**src/rtl/dvrt_pkg.sv**
```systemverilog
`timescale 1ns / 1ps
`default_nettype none
package dvrt_pkg;
  localparam int MAX_NODES_DEF = 8;
  localparam int INFINITE_COST_DEF = 65535;
  localparam int COST_W = 16;
  localparam int IDX_W = 3;

  localparam logic [2:0] REQ_LOAD = 3'd0;
  localparam logic [2:0] REQ_VEC = 3'd1;
  localparam logic [2:0] REQ_COST = 3'd2;
  localparam logic [2:0] REQ_DOWN = 3'd3;
  localparam logic [2:0] REQ_DUMP = 3'd4;

  localparam logic CFG_MY_INDEX = 1'b0;
  localparam logic CFG_NODE_COUNT = 1'b1;

  // controller -> datapath commands
  typedef struct packed {
    logic       latch;     // capture request
    logic       apply;     // perform single-entry update
    logic       bld_wr;    // write matrix entry during build (row, col)
    logic       rc_clr;    // clear accumulator for new destination
    logic       rc_rd;     // issue matrix read for (j, i)
    logic       rc_acc;    // fold read data into accumulator
    logic       rc_wr;     // write result of destination i
    logic       dp_rd;     // issue dump read for row k
    logic       ack;       // emit acknowledgement
    logic       row;       // emit dump row
    logic       set_ready;
    logic [2:0] ci;        // outer index
    logic [2:0] cj;        // inner index
    logic       lastr;
  } dvrt_cmd_t;

  // datapath -> controller status
  typedef struct packed {
    logic       ready;
    logic       ok;        // latched request takes effect
    logic       do_build;
    logic       do_rc;
    logic       is_dump;
    logic [3:0] n;
    logic [2:0] me;
  } dvrt_sts_t;
endpackage
`default_nettype wire

```
**src/rtl/distance_vector_route_table_core.sv**
```systemverilog
`timescale 1ns / 1ps
`default_nettype none
// Distance-vector route table. Assert start while busy is low; the request
// is taken on that edge. Results come out one beat per out_valid pulse and
// cannot be stalled, so the receiver must take every beat. A request that
// recomputes walks each destination against each neighbour through the
// single matrix read port (n = effective node count), plus n*n build writes
// for the final load, and is acknowledged after the walk. Other requests
// are acknowledged from decode, except a dump: once the table is built it
// gives n rows, each in two steps (read the own matrix row, then register
// the beat), else an acknowledgement.
module distance_vector_route_table_core #(
  parameter int MAX_NODES = dvrt_pkg::MAX_NODES_DEF,
  parameter int INFINITE_COST = dvrt_pkg::INFINITE_COST_DEF
) (
  input  wire         clk,
  input  wire         rst_n,
  input  wire         start,
  output logic        busy,
  input  wire  [2:0]  in_req_type,
  input  wire  [2:0]  in_node_index,
  input  wire  [2:0]  in_dest_index,
  input  wire  [15:0] in_link_cost,
  input  wire         in_last,
  output logic        out_valid,
  output logic [2:0]  out_route_dest,
  output logic [2:0]  out_next_hop,
  output logic        out_has_next_hop,
  output logic [15:0] out_path_cost,
  output logic        out_accepted,
  output logic        out_last_result,
  input  wire         cfg_we,
  input  wire  [0:0]  cfg_index,
  input  wire  [3:0]  cfg_data
);
  dvrt_pkg::dvrt_cmd_t cmd;
  dvrt_pkg::dvrt_sts_t sts;

  // sequencer: decode, build sweep, recompute walk, dump rows
  dvrt_ctrl u_ctrl (
    .clk(clk), .rst_n(rst_n), .start(start), .busy(busy), .sts(sts), .cmd(cmd)
  );

  // tables, matrix memory and min-accumulator
  dvrt_dp #(.MAX_NODES(MAX_NODES), .INFINITE_COST(INFINITE_COST)) u_dp (
    .clk(clk), .rst_n(rst_n), .cfg_we(cfg_we), .cfg_index(cfg_index),
    .cfg_data(cfg_data), .in_req_type(in_req_type), .in_node_index(in_node_index),
    .in_dest_index(in_dest_index), .in_link_cost(in_link_cost), .in_last(in_last),
    .cmd(cmd), .sts(sts), .out_valid(out_valid), .out_route_dest(out_route_dest),
    .out_next_hop(out_next_hop), .out_has_next_hop(out_has_next_hop),
    .out_path_cost(out_path_cost), .out_accepted(out_accepted),
    .out_last_result(out_last_result)
  );
endmodule
`default_nettype wire

```
**src/rtl/dvrt_ctrl.sv**
```systemverilog
`timescale 1ns / 1ps
`default_nettype none
module dvrt_ctrl (
  input  wire                 clk,
  input  wire                 rst_n,
  input  wire                 start,
  output logic                busy,
  input  dvrt_pkg::dvrt_sts_t sts,
  output dvrt_pkg::dvrt_cmd_t cmd
);
  localparam logic [2:0] S_IDLE = 3'd0;
  localparam logic [2:0] S_DEC = 3'd1;
  localparam logic [2:0] S_BLD = 3'd2;
  localparam logic [2:0] S_RC = 3'd3;
  localparam logic [2:0] S_RCW = 3'd4;
  localparam logic [2:0] S_DUMP = 3'd5;
  localparam logic [2:0] S_ROW = 3'd6;

  logic [2:0] state_r, state_nxt;
  logic [2:0] i_r, i_nxt, j_r, j_nxt;
  logic       pend_r, pend_nxt;   // read in flight
  logic [3:0] n1;

  assign busy = (state_r != S_IDLE);
  assign n1 = sts.n - 4'd1;

  always_ff @(posedge clk) begin
    if (!rst_n) begin
      state_r <= S_IDLE;
      i_r <= '0;
      j_r <= '0;
      pend_r <= 1'b0;
    end else begin
      state_r <= state_nxt;
      i_r <= i_nxt;
      j_r <= j_nxt;
      pend_r <= pend_nxt;
    end
  end

  always_comb begin
    state_nxt = state_r;
    i_nxt = i_r;
    j_nxt = j_r;
    pend_nxt = 1'b0;
    cmd = '0;
    cmd.ci = i_r;
    cmd.cj = j_r;
    unique case (state_r)
      S_IDLE: begin
        if (start) begin
          cmd.latch = 1'b1;
          state_nxt = S_DEC;
        end
      end
      S_DEC: begin
        i_nxt = '0;
        j_nxt = '0;
        if (sts.is_dump) begin
          state_nxt = S_DUMP;
        end else begin
          cmd.apply = 1'b1;
          if (sts.ok && sts.do_build) state_nxt = S_BLD;
          else if (sts.ok && sts.do_rc) state_nxt = S_RC;
          else begin
            cmd.ack = 1'b1;
            state_nxt = S_IDLE;
          end
        end
      end
      S_BLD: begin
        cmd.bld_wr = 1'b1;
        if ({1'b0, j_r} == n1) begin
          j_nxt = '0;
          if ({1'b0, i_r} == n1) begin
            i_nxt = '0;
            state_nxt = S_RC;
          end else i_nxt = i_r + 3'd1;
        end else j_nxt = j_r + 3'd1;
      end
      S_RC: begin
        // one matrix read per cycle; accumulate in the cycle after the read
        if (j_r == '0 && !pend_r) cmd.rc_clr = 1'b1;
        if (pend_r) cmd.rc_acc = 1'b1;
        if (i_r == sts.me) begin
          if ({1'b0, i_r} == n1) begin
            cmd.ack = 1'b1;
            cmd.set_ready = 1'b1;
            state_nxt = S_IDLE;
          end else i_nxt = i_r + 3'd1;
        end else begin
          cmd.rc_rd = 1'b1;
          pend_nxt = 1'b1;
          cmd.cj = j_r;
          if ({1'b0, j_r} == n1) state_nxt = S_RCW;
          else j_nxt = j_r + 3'd1;
        end
        if (pend_r) begin
          cmd.rc_clr = 1'b0;
        end
      end
      S_RCW: begin
        cmd.rc_acc = 1'b1;
        cmd.rc_wr = 1'b1;
        j_nxt = '0;
        if ({1'b0, i_r} == n1) begin
          cmd.ack = 1'b1;
          cmd.set_ready = 1'b1;
          state_nxt = S_IDLE;
        end else begin
          i_nxt = i_r + 3'd1;
          state_nxt = S_RC;
        end
      end
      S_DUMP: begin
        if (!sts.ready) begin
          cmd.ack = 1'b1;
          state_nxt = S_IDLE;
        end else begin
          cmd.dp_rd = 1'b1;
          state_nxt = S_ROW;
        end
      end
      S_ROW: begin
        cmd.row = 1'b1;
        cmd.lastr = ({1'b0, i_r} == n1);
        if ({1'b0, i_r} == n1) state_nxt = S_IDLE;
        else begin
          i_nxt = i_r + 3'd1;
          state_nxt = S_DUMP;
        end
      end
      default: state_nxt = S_IDLE;
    endcase
  end
endmodule
`default_nettype wire

```
**src/rtl/dvrt_dp.sv**
```systemverilog
`timescale 1ns / 1ps
`default_nettype none
module dvrt_dp #(
  parameter int MAX_NODES = dvrt_pkg::MAX_NODES_DEF,
  parameter int INFINITE_COST = dvrt_pkg::INFINITE_COST_DEF
) (
  input  wire                 clk,
  input  wire                 rst_n,
  input  wire                 cfg_we,
  input  wire  [0:0]          cfg_index,
  input  wire  [3:0]          cfg_data,
  input  wire  [2:0]          in_req_type,
  input  wire  [2:0]          in_node_index,
  input  wire  [2:0]          in_dest_index,
  input  wire  [15:0]         in_link_cost,
  input  wire                 in_last,
  input  dvrt_pkg::dvrt_cmd_t cmd,
  output dvrt_pkg::dvrt_sts_t sts,
  output logic                out_valid,
  output logic [2:0]          out_route_dest,
  output logic [2:0]          out_next_hop,
  output logic                out_has_next_hop,
  output logic [15:0]         out_path_cost,
  output logic                out_accepted,
  output logic                out_last_result
);
  localparam int NN = (MAX_NODES < 8) ? MAX_NODES : 8;
  localparam logic [15:0] INF = 16'(INFINITE_COST);

  logic [15:0] dm_mem [0:63];
  logic [15:0] nc_r [0:7];
  logic [7:0]  nf_r, rv_r;
  logic [2:0]  nh_r [0:7];
  logic        ready_r;
  logic [2:0]  my_r;
  logic [3:0]  cnt_r;
  logic [2:0]  typ_r, node_r, dest_r;
  logic [15:0] cost_r;
  logic        last_r;
  logic [3:0]  n;
  logic [2:0]  me;
  logic        ok;
  logic [15:0] rd_r;
  logic [2:0]  rdj_r;
  logic [16:0] best_r, sum;
  logic [2:0]  hop_r;
  logic        found_r;
  logic [5:0]  waddr, raddr;
  logic [15:0] wdata;
  logic        we;
  logic        cnt_hi;

  assign cnt_hi = (cnt_r > 4'(NN));
  assign n = (cnt_r == 4'd0) ? 4'd1 : (cnt_hi ? 4'(NN) : cnt_r);
  assign me = ({1'b0, my_r} >= n) ? 3'(n - 4'd1) : my_r;

  always_comb begin
    ok = 1'b0;
    if ({1'b0, node_r} < n) begin
      unique case (typ_r)
        dvrt_pkg::REQ_LOAD: ok = !ready_r;
        dvrt_pkg::REQ_VEC: ok = ready_r && ({1'b0, dest_r} < n);
        dvrt_pkg::REQ_COST, dvrt_pkg::REQ_DOWN: ok = ready_r;
        default: ok = 1'b0;
      endcase
    end
  end

  assign sts.ready = ready_r;
  assign sts.ok = ok;
  assign sts.do_build = (typ_r == dvrt_pkg::REQ_LOAD) && last_r;
  assign sts.do_rc = ((typ_r == dvrt_pkg::REQ_VEC) && last_r) ||
                     (typ_r == dvrt_pkg::REQ_COST) || (typ_r == dvrt_pkg::REQ_DOWN);
  assign sts.is_dump = (typ_r == dvrt_pkg::REQ_DUMP);
  assign sts.n = n;
  assign sts.me = me;

  // matrix write port
  always_comb begin
    we = 1'b0;
    waddr = '0;
    wdata = '0;
    if (cmd.apply && ok && typ_r == dvrt_pkg::REQ_VEC) begin
      we = 1'b1;
      waddr = {node_r, dest_r};
      wdata = cost_r;
    end else if (cmd.apply && ok && typ_r == dvrt_pkg::REQ_COST) begin
      we = 1'b1;
      waddr = {me, node_r};
      wdata = cost_r;
    end else if (cmd.bld_wr) begin
      we = 1'b1;
      waddr = {cmd.ci, cmd.cj};
      if (cmd.ci == me) wdata = nc_r[cmd.cj];
      else if (cmd.ci == cmd.cj) wdata = '0;
      else wdata = INF;
    end else if (cmd.rc_wr) begin
      // last neighbour folds in on the write cycle
      we = 1'b1;
      waddr = {me, cmd.ci};
      wdata = (nf_r[rdj_r] && (sum < best_r)) ? sum[15:0] : best_r[15:0];
    end
  end

  assign raddr = cmd.dp_rd ? {me, cmd.ci} : {cmd.cj, cmd.ci};

  always_ff @(posedge clk) begin
    if (we) dm_mem[waddr] <= wdata;
    rd_r <= dm_mem[raddr];
    rdj_r <= cmd.cj;
  end

  assign sum = {1'b0, nc_r[rdj_r]} + {1'b0, rd_r};

  function automatic logic found_nxt_f();
    found_nxt_f = found_r || (nf_r[rdj_r] && (sum < best_r));
  endfunction

  always_ff @(posedge clk) begin
    if (!rst_n) begin
      nf_r <= '0;
      rv_r <= '0;
      ready_r <= 1'b0;
      my_r <= '0;
      cnt_r <= 4'd1;
      out_valid <= 1'b0;
    end else begin
      out_valid <= cmd.ack || cmd.row;
      if (cfg_we) begin
        unique case (cfg_index)
          dvrt_pkg::CFG_MY_INDEX: my_r <= cfg_data[2:0];
          dvrt_pkg::CFG_NODE_COUNT: cnt_r <= cfg_data;
          default: ;
        endcase
      end
      if (cmd.set_ready) ready_r <= 1'b1;
      if (cmd.apply && ok && typ_r == dvrt_pkg::REQ_LOAD) begin
        nf_r[node_r] <= (cost_r != 16'd0) && (cost_r < INF);
        rv_r[node_r] <= (cost_r < INF);
      end
      if (cmd.apply && ok && typ_r == dvrt_pkg::REQ_DOWN) nf_r[node_r] <= 1'b0;
      if (cmd.rc_wr) rv_r[cmd.ci] <= found_nxt_f() || nf_r[cmd.ci];
    end
  end

  always_ff @(posedge clk) begin
    if (cmd.latch) begin
      typ_r <= in_req_type;
      node_r <= in_node_index;
      dest_r <= in_dest_index;
      cost_r <= (in_link_cost > INF) ? INF : in_link_cost;
      last_r <= in_last;
    end
    if (cmd.apply && ok && typ_r == dvrt_pkg::REQ_LOAD) begin
      nc_r[node_r] <= cost_r;
      nh_r[node_r] <= node_r;
    end
    if (cmd.apply && ok && typ_r == dvrt_pkg::REQ_COST) nc_r[node_r] <= cost_r;
    if (cmd.apply && ok && typ_r == dvrt_pkg::REQ_DOWN) nc_r[node_r] <= INF;
    if (cmd.rc_clr) begin
      best_r <= {1'b0, INF};
      hop_r <= '0;
      found_r <= 1'b0;
    end else if (cmd.rc_acc) begin
      if (nf_r[rdj_r] && (sum < best_r)) begin
        best_r <= sum;
        hop_r <= rdj_r;
        found_r <= 1'b1;
      end
    end
    if (cmd.rc_wr) begin
      if (nf_r[rdj_r] && (sum < best_r)) nh_r[cmd.ci] <= rdj_r;
      else if (found_r) nh_r[cmd.ci] <= hop_r;
      else if (nf_r[cmd.ci]) nh_r[cmd.ci] <= cmd.ci;
      else nh_r[cmd.ci] <= '0;
    end
    // result register
    if (cmd.ack) begin
      out_route_dest <= node_r;
      out_next_hop <= '0;
      out_has_next_hop <= 1'b0;
      out_path_cost <= '0;
      out_accepted <= ok && !sts.is_dump;
      out_last_result <= 1'b1;
    end else if (cmd.row) begin
      out_route_dest <= cmd.ci;
      out_next_hop <= rv_r[cmd.ci] ? nh_r[cmd.ci] : 3'd0;
      out_has_next_hop <= rv_r[cmd.ci];
      out_path_cost <= rd_r;
      out_accepted <= 1'b1;
      out_last_result <= cmd.lastr;
    end
  end
endmodule
`default_nettype wire

```
**config.mk**
```make
export PLATFORM = sky130hd
export DESIGN_NAME = distance_vector_route_table_core
export DESIGN_NICKNAME = d
export VERILOG_FILES = /design/src/rtl/dvrt_pkg.sv /design/src/rtl/distance_vector_route_table_core.sv /design/src/rtl/dvrt_ctrl.sv /design/src/rtl/dvrt_dp.sv
export SDC_FILE = /design/constraint.sdc
export NUM_CORES = 1
export LEC_CHECK = 0
export ABC_AREA = 1
export BUFFER_PORTS_ARGS = -buffer_cell sky130_fd_sc_hd__clkbuf_2
export CAP_MARGIN = 30
export CORE_MARGIN = 3
export CORE_UTILIZATION = 45
export CTS_BUF_LIST = sky130_fd_sc_hd__clkbuf_2 sky130_fd_sc_hd__clkbuf_4 sky130_fd_sc_hd__clkbuf_8
export DETAILED_ROUTE_END_ITERATION = 8
export PLACE_DENSITY_LB_ADDON = 0.2
export SLEW_MARGIN = 40
export SYNTH_ARGS = -nofsm -noshare
export SYNTH_HDL_FRONTEND = slang
export SYNTH_SLANG_ARGS = --single-unit
```
**constraint.sdc**
```tcl
create_clock -name clk -period 15.3 [get_ports clk]
set_input_delay 0.765 -clock clk [delete_from_list [all_inputs] [get_ports clk]]
set_output_delay 0.765 -clock clk [all_outputs]
set_load 0.03 [all_outputs]
```
---- Word level (Yosys, flattened, before mapping) ----
Memory sizes are Yosys's and may differ from the RTL's. A register that Yosys moved wholly into a read port is not among the register bits.
Index checks and enable logic that the tools add are counted.
storage, ports and cells
  flip-flop bits (word level) ............. 110
  bits in latches ......................... 0
  memory bits (writable) .................. 1176
  ROM bits ................................ 0
  output and inout bits ................... 27
  word-level logic and storage cells ...... 246
  memories ................................ 3
memory list
  memory       depth  width  read ports  clocked after Yosys merged registers in  wr ports  RTL line       text
  u_dp.dm_mem  64     16     1           1                                        1         dvrt_dp.sv:30  logic [15:0] dm_mem [0:63];
  u_dp.nc_r    8      16     2           2                                        1         dvrt_dp.sv:31  logic [15:0] nc_r [0:7];
  u_dp.nh_r    8      3      1           1                                        1         dvrt_dp.sv:33  logic [2:0] nh_r [0:7];
cells by class
  add/sub/neg operators ................... 4
  multiply operators ...................... 0
  div/mod/pow operators ................... 0
  $lt $le $gt $ge ......................... 12
  equal/unequal tests ..................... 22
  shift operators ......................... 0
  multiplexer cells ....................... 128
  bitwise logic cells ..................... 8
  reduce and logical (&&, ||, !) cells .... 44
operators with widths
  kind                  count
  $mux 16               9
  $mux 3                29
  $mux 1                58
  $mux 8                6
  $mux 6                5
  $bwmux 8              3
  $pmux 3 s7            1
  $add 16x16->17        1
  $lt 17x17->1          1
  $gt 16x16->1 const B  1
  $logic_and 1x1->1     16
  $lt 16x16->1 const B  1
  $reduce_bool 16->1    1
  $eq 3x2->1 const B    4
  $eq 3x3->1 const B    4
  $lt 3x4->1 const B    3
  $pmux 3 s4            1
  $bmux 1 s3            3
  $logic_not 3->1       3
  $pmux 3 s3            1
  $and 8x8->8           1
  $eq 3x4->1            2
  $lt 3x4->1            2
  $mux 2                4
  30 further kinds      58

---- Longest topological paths before layout ----
  depth in word-level cells ............... 13
  mapped depth ............................ 30
  mapped depth without buffers ............ 27

---- Cells and area by module ----
Synthesis repeated with hierarchy kept, for this count alone.
second synthesis, totals
  cells, all modules ...................... 4672
  area total of the unflattened synthesis .. 54965.2 um2
modules (own cells, without submodules)
  module     instances  cells each  area each (um2)  seq. area each (um2)
  dvrt_dp    1          4485        53870.4          37936.4
  dvrt_ctrl  1          187         1094.8           200.2

---- Least setup slack after synthesis ----
Ideal clock, no wire load.
  path type ............................... register to register
  start point ............................. register u_dp.rdj_r[0]
  end point ............................... memory u_dp.dm_mem[0][14], data pin
  library setup time ...................... 0.671 ns
  arrival ................................. 4.985 ns
  setup slack ............................. 9.644 ns
  stages on the path, launching flop included .. 29
  buffers on the path ..................... 3
  cells stage by stage .................... dfxtp_1 > inv_2 > clkbuf_1 > clkbuf_1 > nor2_1 > o22ai_1 > nor2_1 > a31oi_1 > ha_1 > fa_1 > a21oi_1 > o21bai_1 > a21oi_1 > o21ai_0 > nand3_1 > nand2_1 > a21oi_1 > o21bai_1 > ha_1 > nand2_1 > inv_1 > nand3_1 > nor3_1 > o2111ai_1 > nand4_1 > clkbuf_1 > a21oi_1 > o21ai_0 > nand4_1
between the ends
  word-level cells in the longest chain between the ends .. 8
RTL lines
  what                          RTL line        text
  start: declaration            dvrt_dp.sv:44   logic [2:0] rdj_r;
  start signal: assignment      dvrt_dp.sv:110  rdj_r <= cmd.cj;
  $bmux 1 s3                    dvrt_dp.sv:101  wdata = (nf_r[rdj_r] && (sum < best_r)) ? sum[15:0] : best_r[15:0];
  $mux 1 (implied by the code)  dvrt_dp.sv:101
  $logic_and 1x1->1             dvrt_dp.sv:101
  $mux 16                       dvrt_dp.sv:101
  $mux 16                       dvrt_dp.sv:97   end else if (cmd.rc_wr) begin
  $mux 16                       dvrt_dp.sv:91   end else if (cmd.bld_wr) begin
  $mux 16                       dvrt_dp.sv:87   end else if (cmd.apply && ok && typ_r == dvrt_pkg::REQ_COST) begin
  $mux 16                       dvrt_dp.sv:83   if (cmd.apply && ok && typ_r == dvrt_pkg::REQ_VEC) begin
  via u_dp.wdata[14]            dvrt_dp.sv:49   logic [15:0] wdata;
  end: declaration              dvrt_dp.sv:30
The timed path passes the listed nets, and every way through them passes these cells. The select of a mux whose other input is x is not followed.

---- Final worst setup path ----
  start point ............................. register u_dp.rdj_r[1]
  end point ............................... memory u_dp.dm_mem[39][11], data pin
Same word-level chain as after synthesis.

==> flow_metrics.tcl <==
set metrics [dict create \
    synth.avg_cell_area_um2 11.74 \
    synthesis.nets 4728 \
    grt_max_degree 183 \
    max-slew-margin-rel_pct 36.30 \
    p_seq_share_pct 47.3 \
    switching_share_pct 30.09 \
    combPwrFrac_pct 18.0 \
    post-place-ws_ps 8907 \
    status "completed" \
    crit_top_cell "buf_4" \
    ys_warn_count 0 \
    crit_path_max_incr_delay_ps 540 \
    seq_area_frac_synth_pct 70.10 \
    cts_resized 0 \
    die_area_um2 125500 \
    holdBufCountCts 10 \
    synth_top_area_cell "edfxtp_1" \
    cp-end-kind "flop" \
    drv_slew 0 \
    numClockSinks 1308 \
    max_slew.worst_pin.slew_ps 955.5 \
    drc 0 \
    ys_types 53 \
    place_congestion 0.8935 \
    drt_iter0_drc 4348 \
    antenna_found_initial 1 \
    synth_edf_count 1206 \
    synth_ff_type "edfxtp_1" \
    place_hpwl_um 89590 \
    p_sw_uw 2566 \
    finalCriticalPeriod_ps 6499 \
    ctsHtreeMaxLevel 4 \
    firstDrtPassIters 5 \
    fmax_ghz 0.1539 \
    register_area_um2 38260 \
    power_density_nw_per_um2 139.5 \
    numPortBuffers 61 \
    syn_to_final_growth_pct 12.04 \
    grt.total_usage_pct 24.74 \
    stdcell_area_um2 61140 \
    hp-class "input pin to flop" \
    place_area_um2 56860 \
    final-setup-viol-count 0 \
    clk_path_buf_depth 3 \
    viasPerCell 5.747 \
    rows 127 \
    ir_drop_mv 0.08967 \
    layout-drive-gt1-share_pct 13.56 \
    crit_required_ps 15870 \
    async_flop_share_pct 0 \
    clock_skew_ps 62.58 \
    ios 62 \
    grt_pass1_wl_um 231600 \
    finalSetupTns_ps 0 \
    p_leak_uw 0.02073 \
    multi_input_area_um2 14600 \
    post-cts-setup-buffers 0 \
    fin_util_pct 50.90 \
    vias 37740 \
    fill_cells 10540 \
    gr-total-overflow 0 \
    synth_seq_cells 1308 \
    cts_root_buf "clkbuf_8" \
    core-area_um2 120100 \
    reg2regPathDepth 26 \
    path_class "flop to flop" \
    synth_area_um2 54570 \
    final_nets 4864 \
    cts.clk_slew.worst_paths_ps 60 \
    synthTopCellsByArea "edfxtp_1 66%, nor2_1 6.8%, o21ai_0 6.7%" \
    start_util_pct 45.43 \
    cts_buffers 211 \
    netlist_instances 4648 \
    synth_top_area_share_pct 66.36 \
    ant_nets 0 \
    wirelength_um 158700 \
    hold_violations 0 \
    die_y_um 354.2 \
    tritoncts "built" \
    rrSetupSlack_ps 8800 \
    crit_slowest_cell "buf_4" \
    fin_ws_ps 8801 \
    critPathArrivalTime_ps 7070 \
    min_period_over_period_pct 42.48 \
    drv_cap 0 \
    internal_power_uw 5962 \
    grt_setup_unrepaired "no" \
    wl_per_cell_um 24.17 \
    die_x_um 354.2 \
    min_path_cells 1 \
    clk_latency_ps 910 \
    cp-start-kind "flop" \
    pwr-share-clk_pct 34.7 \
    crit_fanout 64 \
    grt_pass1_vias 35650 \
]
## placed cells by master, fill, tap and decap left out, types with 27 or more instances in the layout
| cell type | n |
|---|---|
| nor2_1 | 961 |
| clkbuf_8 | 220 |
| nand3_1 | 61 |
| a21oi_1 | 109 |
| clkinv_1 | 42 |
| nor3_1 | 45 |
| inv_1 | 140 |
| o21ai_0 | 731 |
| nand4_1 | 35 |
| ha_1 | 44 |
| edfxtp_1 | 1206 |
| clkbuf_2 | 61 |
| o221a_2 | 28 |
| clkbuf_4 | 94 |
| nor2_2 | 27 |
| nand2_1 | 389 |
| o22ai_1 | 159 |
| o211ai_1 | 64 |
| buf_4 | 118 |
| o2111ai_1 | 37 |
| dfxtp_1 | 98 |
## power groups by stage
stage               Combinational, uW  Clock [uW]  Sequential, uW
floorplan                        1000           0            4050
global placement                 1480           0            4100
detailed placement               1490           0            4100
CTS                              1500        3010            4030
global route                     1670        3180            4040
finish                           1530        2960            4040
## per-layer routing
metal | vias to the layer above | track usage [%] | part of all wire [%] | routed length, um
li1 | 17220 | - | - | -
met1 | 18690 | 34.09 | 42 | 66740
met2 | 1554 | 38.81 | 46 | 73080
met3 | 272 | 5.626 | 8.9 | 14110
met4 | 0 | 8.544 | 3.0 | 4795
met5 | - | 0 | 0 | 0
## synth_stat cells (all sizes together), types with 36 or more instances
cell,instances
o2111ai,37
buf,92
nand2,400
inv,165
dfxtp,102
o22ai,159
edfxtp,1206
ha,44
clkbuf,184
nand3,84
a21oi,111
nor3,47
nor2,995
o21ai,747
nand4,36
o211ai,64
## worst max-delay path: cells and delay by family, from the launching register on
kind | cells | cell delay, ps
buffers and inverters | 6 | 2190
AOI/OAI and AO/OA | 9 | 1380
and+or+nand+nor | 7 | 1000
adders and majority gates | 3 | 970
DFF | 1 | 310
xor gates and xnor gates | 1 | 190
## through the flow
step                      cells  hold slack, ps  total power, uW
after detailed placement   6172           407.3             5595
after global placement     6171           407.4             5588
after CTS                  6561           1.423             8546
after global routing       6563           26.94             8888
final                      6566           67.95             8528
after floorplan            4648           385.0             5050
## worst paths after layout
check	startpoint	to
min	in_node_index[1]	u_dp.node_r[1]
max	u_dp.rdj_r[1]	u_dp.dm_mem[39][11]
min reg2reg	u_ctrl.j_r[2]	u_dp.rdj_r[2]
max reg2reg	u_dp.rdj_r[1]	u_dp.dm_mem[39][11]
## registers in the layout, indices dropped and copies added, names as in the netlist, 4 cells and up, named ones only
name,flops
u_dp.dm_mem,1024
u_dp.nc_r,128
u_dp.nh_r,24
u_dp.best_r,17
u_dp.cost_r,16
u_dp.out_path_cost,16
u_dp.rd_r,16
u_dp.nf_r,8
u_dp.rv_r,8
u_dp.cnt_r,4
## logic make-up (layout without fill, tap and decap cells)
group,count (synthesis),in the layout,synth area share [%]
buffers and inverters,447,749,3.313
adder cells (fa/ha/maj),45,45,1.045
XOR/XNOR,23,23,0.3691
multiplexers,19,19,0.3485
flip-flops,1308,1308,70.10
AND/OR/NAND/NOR,1574,1574,11.80
other,0,4,0
AO/OA/AOI/OAI,1232,1232,13.02
## area by class of cell
class | instances | share of cell area (%)
multi-input combinational | 2893 | 23.88
tap | 1612 | 3.299
clock buffer | 314 | 6.106
antenna | 4 | 0.01637
inverter | 171 | 1.066
timing repair buffer | 199 | 2.394
clock inverter | 65 | 0.6528
sequential | 1308 | 62.58
(Power assumes the default switching activity.)
